### config.mk
export PLATFORM = sky130hd
export DESIGN_NAME = fatct_ctrl
export DESIGN_NICKNAME = d
export VERILOG_FILES = /design/src/design/fatct_pkg.sv /design/src/design/fatct_ctrl.sv
export SDC_FILE = /design/constraint.sdc
export NUM_CORES = 1
export LEC_CHECK = 0
export ABC_AREA = 1
export BUFFER_PORTS_ARGS = -buffer_cell sky130_fd_sc_hd__buf_4
export CORE_MARGIN = 2
export CORE_UTILIZATION = 44
export DETAILED_ROUTE_END_ITERATION = 8
export PLACE_DENSITY = 0.81
export REMOVE_ABC_BUFFERS = 1
export SYNTH_ARGS = -nofsm -noshare
export SYNTH_HDL_FRONTEND = slang
export SYNTH_SLANG_ARGS = --single-unit
### constraint.sdc
create_clock -name clock -period 1.11 [get_ports clock]
set_input_delay 0.1665 -clock clock [delete_from_list [all_inputs] [get_ports clock]]
set_output_delay 0.1665 -clock clock [all_outputs]
set_load 0.02 [all_outputs]
### src/design/fatct_pkg.sv
// Shared types and constants of the FAT12 cluster table engine.
// No dependencies; every other design file uses it by scoped names.
package fatct_pkg;

   localparam int MAX_CLUSTERS = 4096;
   localparam int TABLE_BYTES  = (MAX_CLUSTERS * 3) / 2;
   // Even and odd bytes of the table sit in two banks, so both bytes of an entry
   // come out in one access.
   localparam int BANK_DEPTH   = TABLE_BYTES / 2;
   localparam int BANK_AW      = $clog2(BANK_DEPTH);

   localparam int CMD_W        = 3;
   localparam int CLUSTER_W    = 12;
   localparam int COUNT_W      = 13;
   localparam int BADDR_W      = 13;
   localparam int BYTE_W       = 8;
   localparam int STATUS_W     = 2;
   localparam int CSR_IDX_W    = 2;
   localparam int CSR_DATA_W   = 13;

   localparam logic [CMD_W-1:0] CMD_GET_NEXT   = 3'd0;
   localparam logic [CMD_W-1:0] CMD_SET_NEXT   = 3'd1;
   localparam logic [CMD_W-1:0] CMD_SET_END    = 3'd2;
   localparam logic [CMD_W-1:0] CMD_FIND_FREE  = 3'd3;
   localparam logic [CMD_W-1:0] CMD_FREE_CHAIN = 3'd4;
   localparam logic [CMD_W-1:0] CMD_WRITE_BYTE = 3'd5;
   localparam logic [CMD_W-1:0] CMD_READ_BYTE  = 3'd6;

   localparam logic [STATUS_W-1:0] ST_OK         = 2'd0;
   localparam logic [STATUS_W-1:0] ST_NO_FREE    = 2'd1;
   localparam logic [STATUS_W-1:0] ST_STEP_LIMIT = 2'd2;

   localparam logic [CSR_IDX_W-1:0] CSR_CLUSTER_COUNT   = 2'd0;
   localparam logic [CSR_IDX_W-1:0] CSR_CHAIN_END_LIMIT = 2'd1;

   localparam logic [CLUSTER_W-1:0] EOC_MARK           = 12'hFFF;
   localparam logic [COUNT_W-1:0]   RESET_CLUSTER_COUNT = 13'd4096;
   localparam logic [CLUSTER_W-1:0] RESET_CHAIN_END     = 12'd4088;
   localparam logic [COUNT_W-1:0]   FIRST_DATA_CLUSTER  = 13'd2;

   typedef enum logic [1:0] {
      WV_NEXT = 2'd0,
      WV_EOC  = 2'd1,
      WV_ZERO = 2'd2
   } wr_val_type;

   typedef enum logic [2:0] {
      RES_ZERO       = 3'd0,
      RES_ENTRY      = 3'd1,
      RES_BYTE       = 3'd2,
      RES_FREE       = 3'd3,
      RES_NO_FREE    = 3'd4,
      RES_STEP_LIMIT = 3'd5
   } res_sel_type;

   typedef struct packed {
      logic        load_req;
      logic        addr_byte;
      logic        mem_rd;
      logic        wr_entry;
      wr_val_type  wr_val_sel;
      logic        wr_byte;
      logic        mem_clear;
      logic        cur_two;
      logic        cur_inc;
      logic        cur_next;
      logic        steps_inc;
      logic        res_load;
      res_sel_type res_sel;
      logic        out_load;
   } ctrl_cmd_type;

   typedef struct packed {
      logic [CMD_W-1:0] cmd;
      logic             clear_last;
      logic             cur_below_count;
      logic             entry_zero;
      logic             chain_go;
      logic             steps_at_limit;
      logic             out_busy;
   } ctrl_status_type;

endpackage

### src/design/fatct_ctrl.sv
// Sequencer of the cluster table engine: clear pass, command dispatch, walks.
// Depends on fatct_pkg; drives fatct_datapath through the command struct.
module fatct_ctrl (
   input  logic                       clock,
   input  logic                       reset,
   input  logic                       req_valid,
   output logic                       req_ready,
   input  fatct_pkg::ctrl_status_type sts,
   output fatct_pkg::ctrl_cmd_type    cmd_o
);

   typedef enum logic [10:0] {
      S_CLEAR   = 11'b000_0000_0001,
      S_IDLE    = 11'b000_0000_0010,
      S_DISP    = 11'b000_0000_0100,
      S_GET_CHK = 11'b000_0000_1000,
      S_SET_WR  = 11'b000_0001_0000,
      S_BR_CHK  = 11'b000_0010_0000,
      S_FF_EVAL = 11'b000_0100_0000,
      S_FF_CHK  = 11'b000_1000_0000,
      S_FC_EVAL = 11'b001_0000_0000,
      S_FC_CHK  = 11'b010_0000_0000,
      S_DONE    = 11'b100_0000_0000
   } state_type;

   state_type state_ff, state_in;

   always_comb begin
      state_in  = state_ff;
      cmd_o     = '0;
      req_ready = 1'b0;
      case (state_ff)
         S_CLEAR: begin
            cmd_o.mem_clear = 1'b1;
            if (sts.clear_last) state_in = S_IDLE;
         end
         S_IDLE: begin
            req_ready = 1'b1;
            if (req_valid) begin
               cmd_o.load_req = 1'b1;
               state_in       = S_DISP;
            end
         end
         S_DISP: begin
            case (sts.cmd)
               fatct_pkg::CMD_GET_NEXT: begin
                  cmd_o.mem_rd = 1'b1;
                  state_in     = S_GET_CHK;
               end
               fatct_pkg::CMD_SET_NEXT, fatct_pkg::CMD_SET_END: begin
                  cmd_o.mem_rd = 1'b1;
                  state_in     = S_SET_WR;
               end
               fatct_pkg::CMD_FIND_FREE: begin
                  cmd_o.cur_two = 1'b1;
                  state_in      = S_FF_EVAL;
               end
               fatct_pkg::CMD_FREE_CHAIN: begin
                  state_in = S_FC_EVAL;
               end
               fatct_pkg::CMD_WRITE_BYTE: begin
                  cmd_o.wr_byte  = 1'b1;
                  cmd_o.res_load = 1'b1;
                  cmd_o.res_sel  = fatct_pkg::RES_ZERO;
                  state_in       = S_DONE;
               end
               fatct_pkg::CMD_READ_BYTE: begin
                  cmd_o.mem_rd    = 1'b1;
                  cmd_o.addr_byte = 1'b1;
                  state_in        = S_BR_CHK;
               end
               default: begin
                  cmd_o.res_load = 1'b1;
                  cmd_o.res_sel  = fatct_pkg::RES_ZERO;
                  state_in       = S_DONE;
               end
            endcase
         end
         S_GET_CHK: begin
            cmd_o.res_load = 1'b1;
            cmd_o.res_sel  = fatct_pkg::RES_ENTRY;
            state_in       = S_DONE;
         end
         S_SET_WR: begin
            cmd_o.wr_entry   = 1'b1;
            cmd_o.wr_val_sel = (sts.cmd == fatct_pkg::CMD_SET_END) ?
                               fatct_pkg::WV_EOC : fatct_pkg::WV_NEXT;
            cmd_o.res_load   = 1'b1;
            cmd_o.res_sel    = fatct_pkg::RES_ZERO;
            state_in         = S_DONE;
         end
         S_BR_CHK: begin
            cmd_o.addr_byte = 1'b1;
            cmd_o.res_load  = 1'b1;
            cmd_o.res_sel   = fatct_pkg::RES_BYTE;
            state_in        = S_DONE;
         end
         S_FF_EVAL: begin
            if (sts.cur_below_count) begin
               cmd_o.mem_rd = 1'b1;
               state_in     = S_FF_CHK;
            end else begin
               cmd_o.res_load = 1'b1;
               cmd_o.res_sel  = fatct_pkg::RES_NO_FREE;
               state_in       = S_DONE;
            end
         end
         S_FF_CHK: begin
            if (sts.entry_zero) begin
               cmd_o.res_load = 1'b1;
               cmd_o.res_sel  = fatct_pkg::RES_FREE;
               state_in       = S_DONE;
            end else begin
               cmd_o.cur_inc = 1'b1;
               state_in      = S_FF_EVAL;
            end
         end
         S_FC_EVAL: begin
            if (!sts.chain_go) begin
               cmd_o.res_load = 1'b1;
               cmd_o.res_sel  = fatct_pkg::RES_ZERO;
               state_in       = S_DONE;
            end else if (sts.steps_at_limit) begin
               cmd_o.res_load = 1'b1;
               cmd_o.res_sel  = fatct_pkg::RES_STEP_LIMIT;
               state_in       = S_DONE;
            end else begin
               cmd_o.mem_rd = 1'b1;
               state_in     = S_FC_CHK;
            end
         end
         S_FC_CHK: begin
            // free this link and follow the value it held
            cmd_o.wr_entry   = 1'b1;
            cmd_o.wr_val_sel = fatct_pkg::WV_ZERO;
            cmd_o.cur_next   = 1'b1;
            cmd_o.steps_inc  = 1'b1;
            state_in         = S_FC_EVAL;
         end
         S_DONE: begin
            if (!sts.out_busy) begin
               cmd_o.out_load = 1'b1;
               state_in       = S_IDLE;
            end
         end
         default: begin
            state_in = S_IDLE;
         end
      endcase
   end

   always_ff @(posedge clock) begin
      if (reset) begin
         state_ff <= S_CLEAR;
      end else begin
         state_ff <= state_in;
      end
   end

   a_accept_dispatch: assert property (@(posedge clock) disable iff (reset)
      cmd_o.load_req |=> state_ff == S_DISP)
      else $error("accepted request not dispatched");

   a_result_waits: assert property (@(posedge clock) disable iff (reset)
      cmd_o.res_load |=> state_ff == S_DONE)
      else $error("result loaded but not handed on");

   a_no_overwrite: assert property (@(posedge clock) disable iff (reset)
      cmd_o.out_load |-> !sts.out_busy)
      else $error("output register overwritten while held");

   a_rd_wr_excl: assert property (@(posedge clock) disable iff (reset)
      cmd_o.mem_rd |-> !(cmd_o.wr_entry || cmd_o.wr_byte || cmd_o.mem_clear))
      else $error("read and write issued together");

endmodule

==> out/summary.txt, run 1 <==
GR Util All Layers: 73.4%
Top-count cell post-synth: inv_1
Synth top cells by count: inv_1 (32), nand2_1 (27), nor2_1 (25), nand3_1 (17), dfxtp_1 (11)
CTS H-tree depth: 1
Post-Synthesis Cells: 144
GRT worst endpoint: cmd_o[4]
Worst_ep kind: top-level output
Synth Flop Type: dfxtp_1
Port Buf Inserts: 29
CTS root buffer: clkbuf_4
Status: stopped before the end
Area share of the largest cell type after synthesis: 25.3%
Post-Synthesis Cell Area: 870 um2
Num rows: 16
Mean Syn Cell Area: 6.04 um2
# hold bufs at CTS: 0
GRT Residual Overflow: 45
Setup WS pre-CTS: -357 ps
Largest net degree at the start of global routing: 7
GPL Wtd Cong: 0.912
Seq/Total Area, Yosys: 25.3%
Synth area leaders: dfxtp_1 (25%), inv_1 (14%), nand2_1 (12%)
Fraction of registers with async set or reset after synthesis: 0%
Die height: 48.5 um
I/O pin cnt: 30
Error: [ERROR GRT-0232] Routing congestion too high. Check the congestion heatmap in the GUI.
Longest Clk Path Bufs: 2
Number of synthesized flops with an enable pin: 0
FF+latch count, synth: 11
Halt Stage: global routing (5_1_grt)
Die width: 48.5 um
Hpwl dp: 2.12 mm
Yosys cell types: 23
Number of warnings issued by yosys: 0
CTS Buf Count: 3
Initial Util: 45.7%
Clk sinks: 11
Area leader, netlist: dfxtp_1
Placed cells: 225
-- cells by family after synthesis --
| logic type | Yosys count | share of synthesized area, % |
|---|---|---|
| AO/OA/AOI/OAI | 5 | 3.88 |
| buffers and inverters | 33 | 14.7 |
| flip-flops | 11 | 25.3 |
| AND/OR/NAND/NOR | 95 | 56.1 |
-- repair_timing --
action                     4_1_cts
setup endpoints to repair       28
pin swaps                       19
hold endpoints to repair         0
gates resized for setup         57
setup buffers                   12
-- through the flow --
step	utilization (%)	area, um2	TNS [ps]
2_1_floorplan	-	862	-3540
3_3_place_gp	68.8	1310	-5810
3_5_place_dp	68.8	1310	-6890
4_1_cts	84.9	1620	-11600
-- routing by layer --
layer,global-route usage [%],overflow
met5,0,0
met4,91.4,18
met3,39.2,0
met2,96.1,27
met1,74.5,0
==> run 2: changes to the inputs <==
- CORE_AREA: not set -> 2 2 63 65
- CORE_MARGIN: 2 -> not set
- CORE_UTILIZATION: 44 -> not set
- DIE_AREA: not set -> 0 0 65 67
- PLACE_DENSITY: 0.81 -> not set
- PLACE_DENSITY_LB_ADDON: not set -> 0.15
- clock period: 1.11 -> 1.45 ns (I/O delays scaled with it)
==> run 2 against run 1 <==
The flow now finishes, with violations (negative setup slack). Area after synthesis stayed put. Synthesized cell count stayed put.
==> out/summary.txt, run 2 <==
Fraction of registers with async set or reset after synthesis: 0%
Critical path peak fanout: 4
Top Usage Layer GRT: met2
First-pass GRT wire length: 4.67 mm
Mean Syn Cell Area: 6.04 um2
Setup WS pre-CTS: -68.6 ps
Post-Synthesis Cell Area: 870 um2
Synth area leaders: dfxtp_1 (25%), inv_1 (14%), nand2_1 (12%)
Relative slew slack: 81.1%
Multi-input gate area: 666 um2
CTS Buf Count: 3
Met1 global-route usage: 17.1%
GR Util All Layers: 14.1%
Port Buf Inserts: 29
Antenna viol nets, final: 0
CTS H-tree depth: 1
Slew @ Worst Pin: 281 ps
Synth top cells by count: inv_1 (32), nand2_1 (27), nor2_1 (25), nand3_1 (17), dfxtp_1 (11)
CTS root buffer: clkbuf_8
Peak supply drop: 328 uV
Number of warnings issued by yosys: 0
Setup TNS: -4090 ps
Most frequent CP cell: nor2_4
Cell Area, Placed: 1320 um2
# diodes: 0
Initial Util: 24.1%
Most common cell after layout, fill and taps aside: buf_4
Maxcap violations: 0
Met2 usage: 25.0%
Number of synthesized flops with an enable pin: 0
Die width: 65 um
Drt drc: 0
Area share of the largest cell type after synthesis: 25.3%
FF+latch count, synth: 11
Post-Layout Inst Area: 1660 um2
Failing checks: negative setup slack
GRT Residual Overflow: 0
Vias in the first global route: 1047
Min Clock Period, post-route: 1730 ps
Cell family with most CP delay: simple AND/OR/NAND/NOR gates
Clock-pin slew on the worst setup and hold paths: 60 ps
Max reg flops: 11
Max-slew violations: 0
I/O pin cnt: 30
Power Dens Cells: 506 nW/um2
Hpwl dp: 2.15 mm
Crit end category: output port
Fin Clk Skew: 2.28 ps
RSZ-0062 raised after global routing: true
Startpoint types: register
Seq/Total Area, Yosys: 25.3%
CTS tree: done
Grt met3 use: 1.35%
# fillers: 383
Longest Clk Path Bufs: 2
Largest net degree at the start of global routing: 8
Latest clock arrival within the worst-skew pair: 240 ps
Status: finished, violations left
Clk sinks: 11
Synth Flop Type: dfxtp_1
First-pass iteration count of the detailed router: 4
Required @ worst endpoint: 1230 ps
CP Depth: 7
Crit path DAT: 1510 ps
Final period utilization: 119%
Critical path's largest stage delay: 340 ps
Post-Synthesis Cells: 144
CP cell instances: nor2_4, nand2_4, nor2_4, and2_4, o211ai_1, nand3_1, buf_6
Most flop-heavy register: state_ff
Via/cell ratio: 4.25
Die area: 4360 um2
Slack of the critical path: -277 ps
Routed WL: 2.84 mm
Endpoints failing hold: 0
Iteration-0 DRC Markers: 15
CP max-delay cell: dfxtp_2
Synthesis-to-finish area growth: 91.1%
Leakage: 0.907 nW
Num rows: 22
WP buf/inv: 1
Fmax: 579 MHz
Register area: 226 um2
Area of the core: 3610 um2
Share of post-route cells with drive strength above 1: 56.4%
Initial antenna violation count: 0
WHS Path Cells: 2
Hold Crit Class: in -> reg
Nets: 224
Post-DR wirelength/cell: 11.0 um
Via count: 1100
Yosys cell types: 23
Most frequent cells in the layout: buf_4 (47), inv_1 (29), nand2_1 (20), buf_6 (17), nor2_1 (16)
Area leader, netlist: dfxtp_1
GPL Wtd Cong: 0.819
# hold bufs at CTS: 0
Final Setup Violations: 19
Die height: 67 um
Worst Setup Path Type: reg -> out
Worst R2R Path Depth: 10
Top Registers: state_ff (11)
Top-count cell post-synth: inv_1
-- run 2: cell counts after synthesis --
No cell type changed its count.
-- run 2: repair_timing --
| action | in CTS | in global routing |
|---|---|---|
| setup endpoints to repair | 18 | 23 |
| gates cloned | 0 | 0 |
| pin swaps | 11 | 3 |
| resized for setup | 48 | 13 |
| setup buffers | 9 | 2 |
-- run 2: cell type report --
| class | instances | share of cell area [%] |
|---|---|---|
| timing repair buffer | 64 | 32.8 |
| clock buffer | 4 | 2.71 |
| multi-input combinational | 100 | 40.1 |
| inverter | 32 | 7.23 |
| tap | 48 | 3.61 |
| sequential | 11 | 13.6 |
-- run 2: final timing paths --
kind,slack [ps],to,start
max,-280,cmd_o[14],state_ff[5]
min reg2reg,650,state_ff[7],state_ff[6]
min,180,state_ff[9],reset
max reg2reg,-40,state_ff[1],state_ff[5]
-- run 2: power breakdown --
part           internal (mW)  leakage (nW)  switching, mW
clock                  0.194        0.0228          0.131
sequential             0.310        0.0916        0.00662
combinational         0.0856         0.793          0.113
total                  0.590         0.907          0.251
-- run 2: per-stage QoR --
| step | std cells | power, mW | utilization, % | hold WS, ps |
|---|---|---|---|---|
| 4_1_cts | 257 | 0.832 | 44.3 | 185 |
| 5_1_grt | 259 | 0.882 | 46.1 | 186 |
| 3_3_place_gp | 244 | 0.473 | 36.6 | 441 |
| 3_5_place_dp | 244 | 0.475 | 36.6 | 447 |
| 2_1_floorplan | 143 | 0.404 | - | 287 |
| 6_report | 259 | 0.841 | 46.1 | 183 |
-- run 2: logic make-up after synthesis --
logic type / count (synthesis) / synth area share (%)
compound gates: 5 / 3.88
buf+inv: 33 / 14.7
flops: 11 / 25.3
simple gates: 95 / 56.1
-- run 2: metal layers --
metal	part of all wire [%]	wire [um]
met1	45	1290
met2	50	1430
met3	2.9	81
met4	1.5	44
met5	0	0
-- run 2: worst register-to-register path, cell delays in order (launching register included) --
cell,delay (ps)
dfxtp_2,340
nor2_4,150
nand2_4,90
nor2_4,180
nand2_2,110
nor2_4,140
buf_4,120
buf_4,80
nor2_1,30
nand3_1,80
a21oi_2,60
Note: power is estimated with default switching activity, not from simulation.
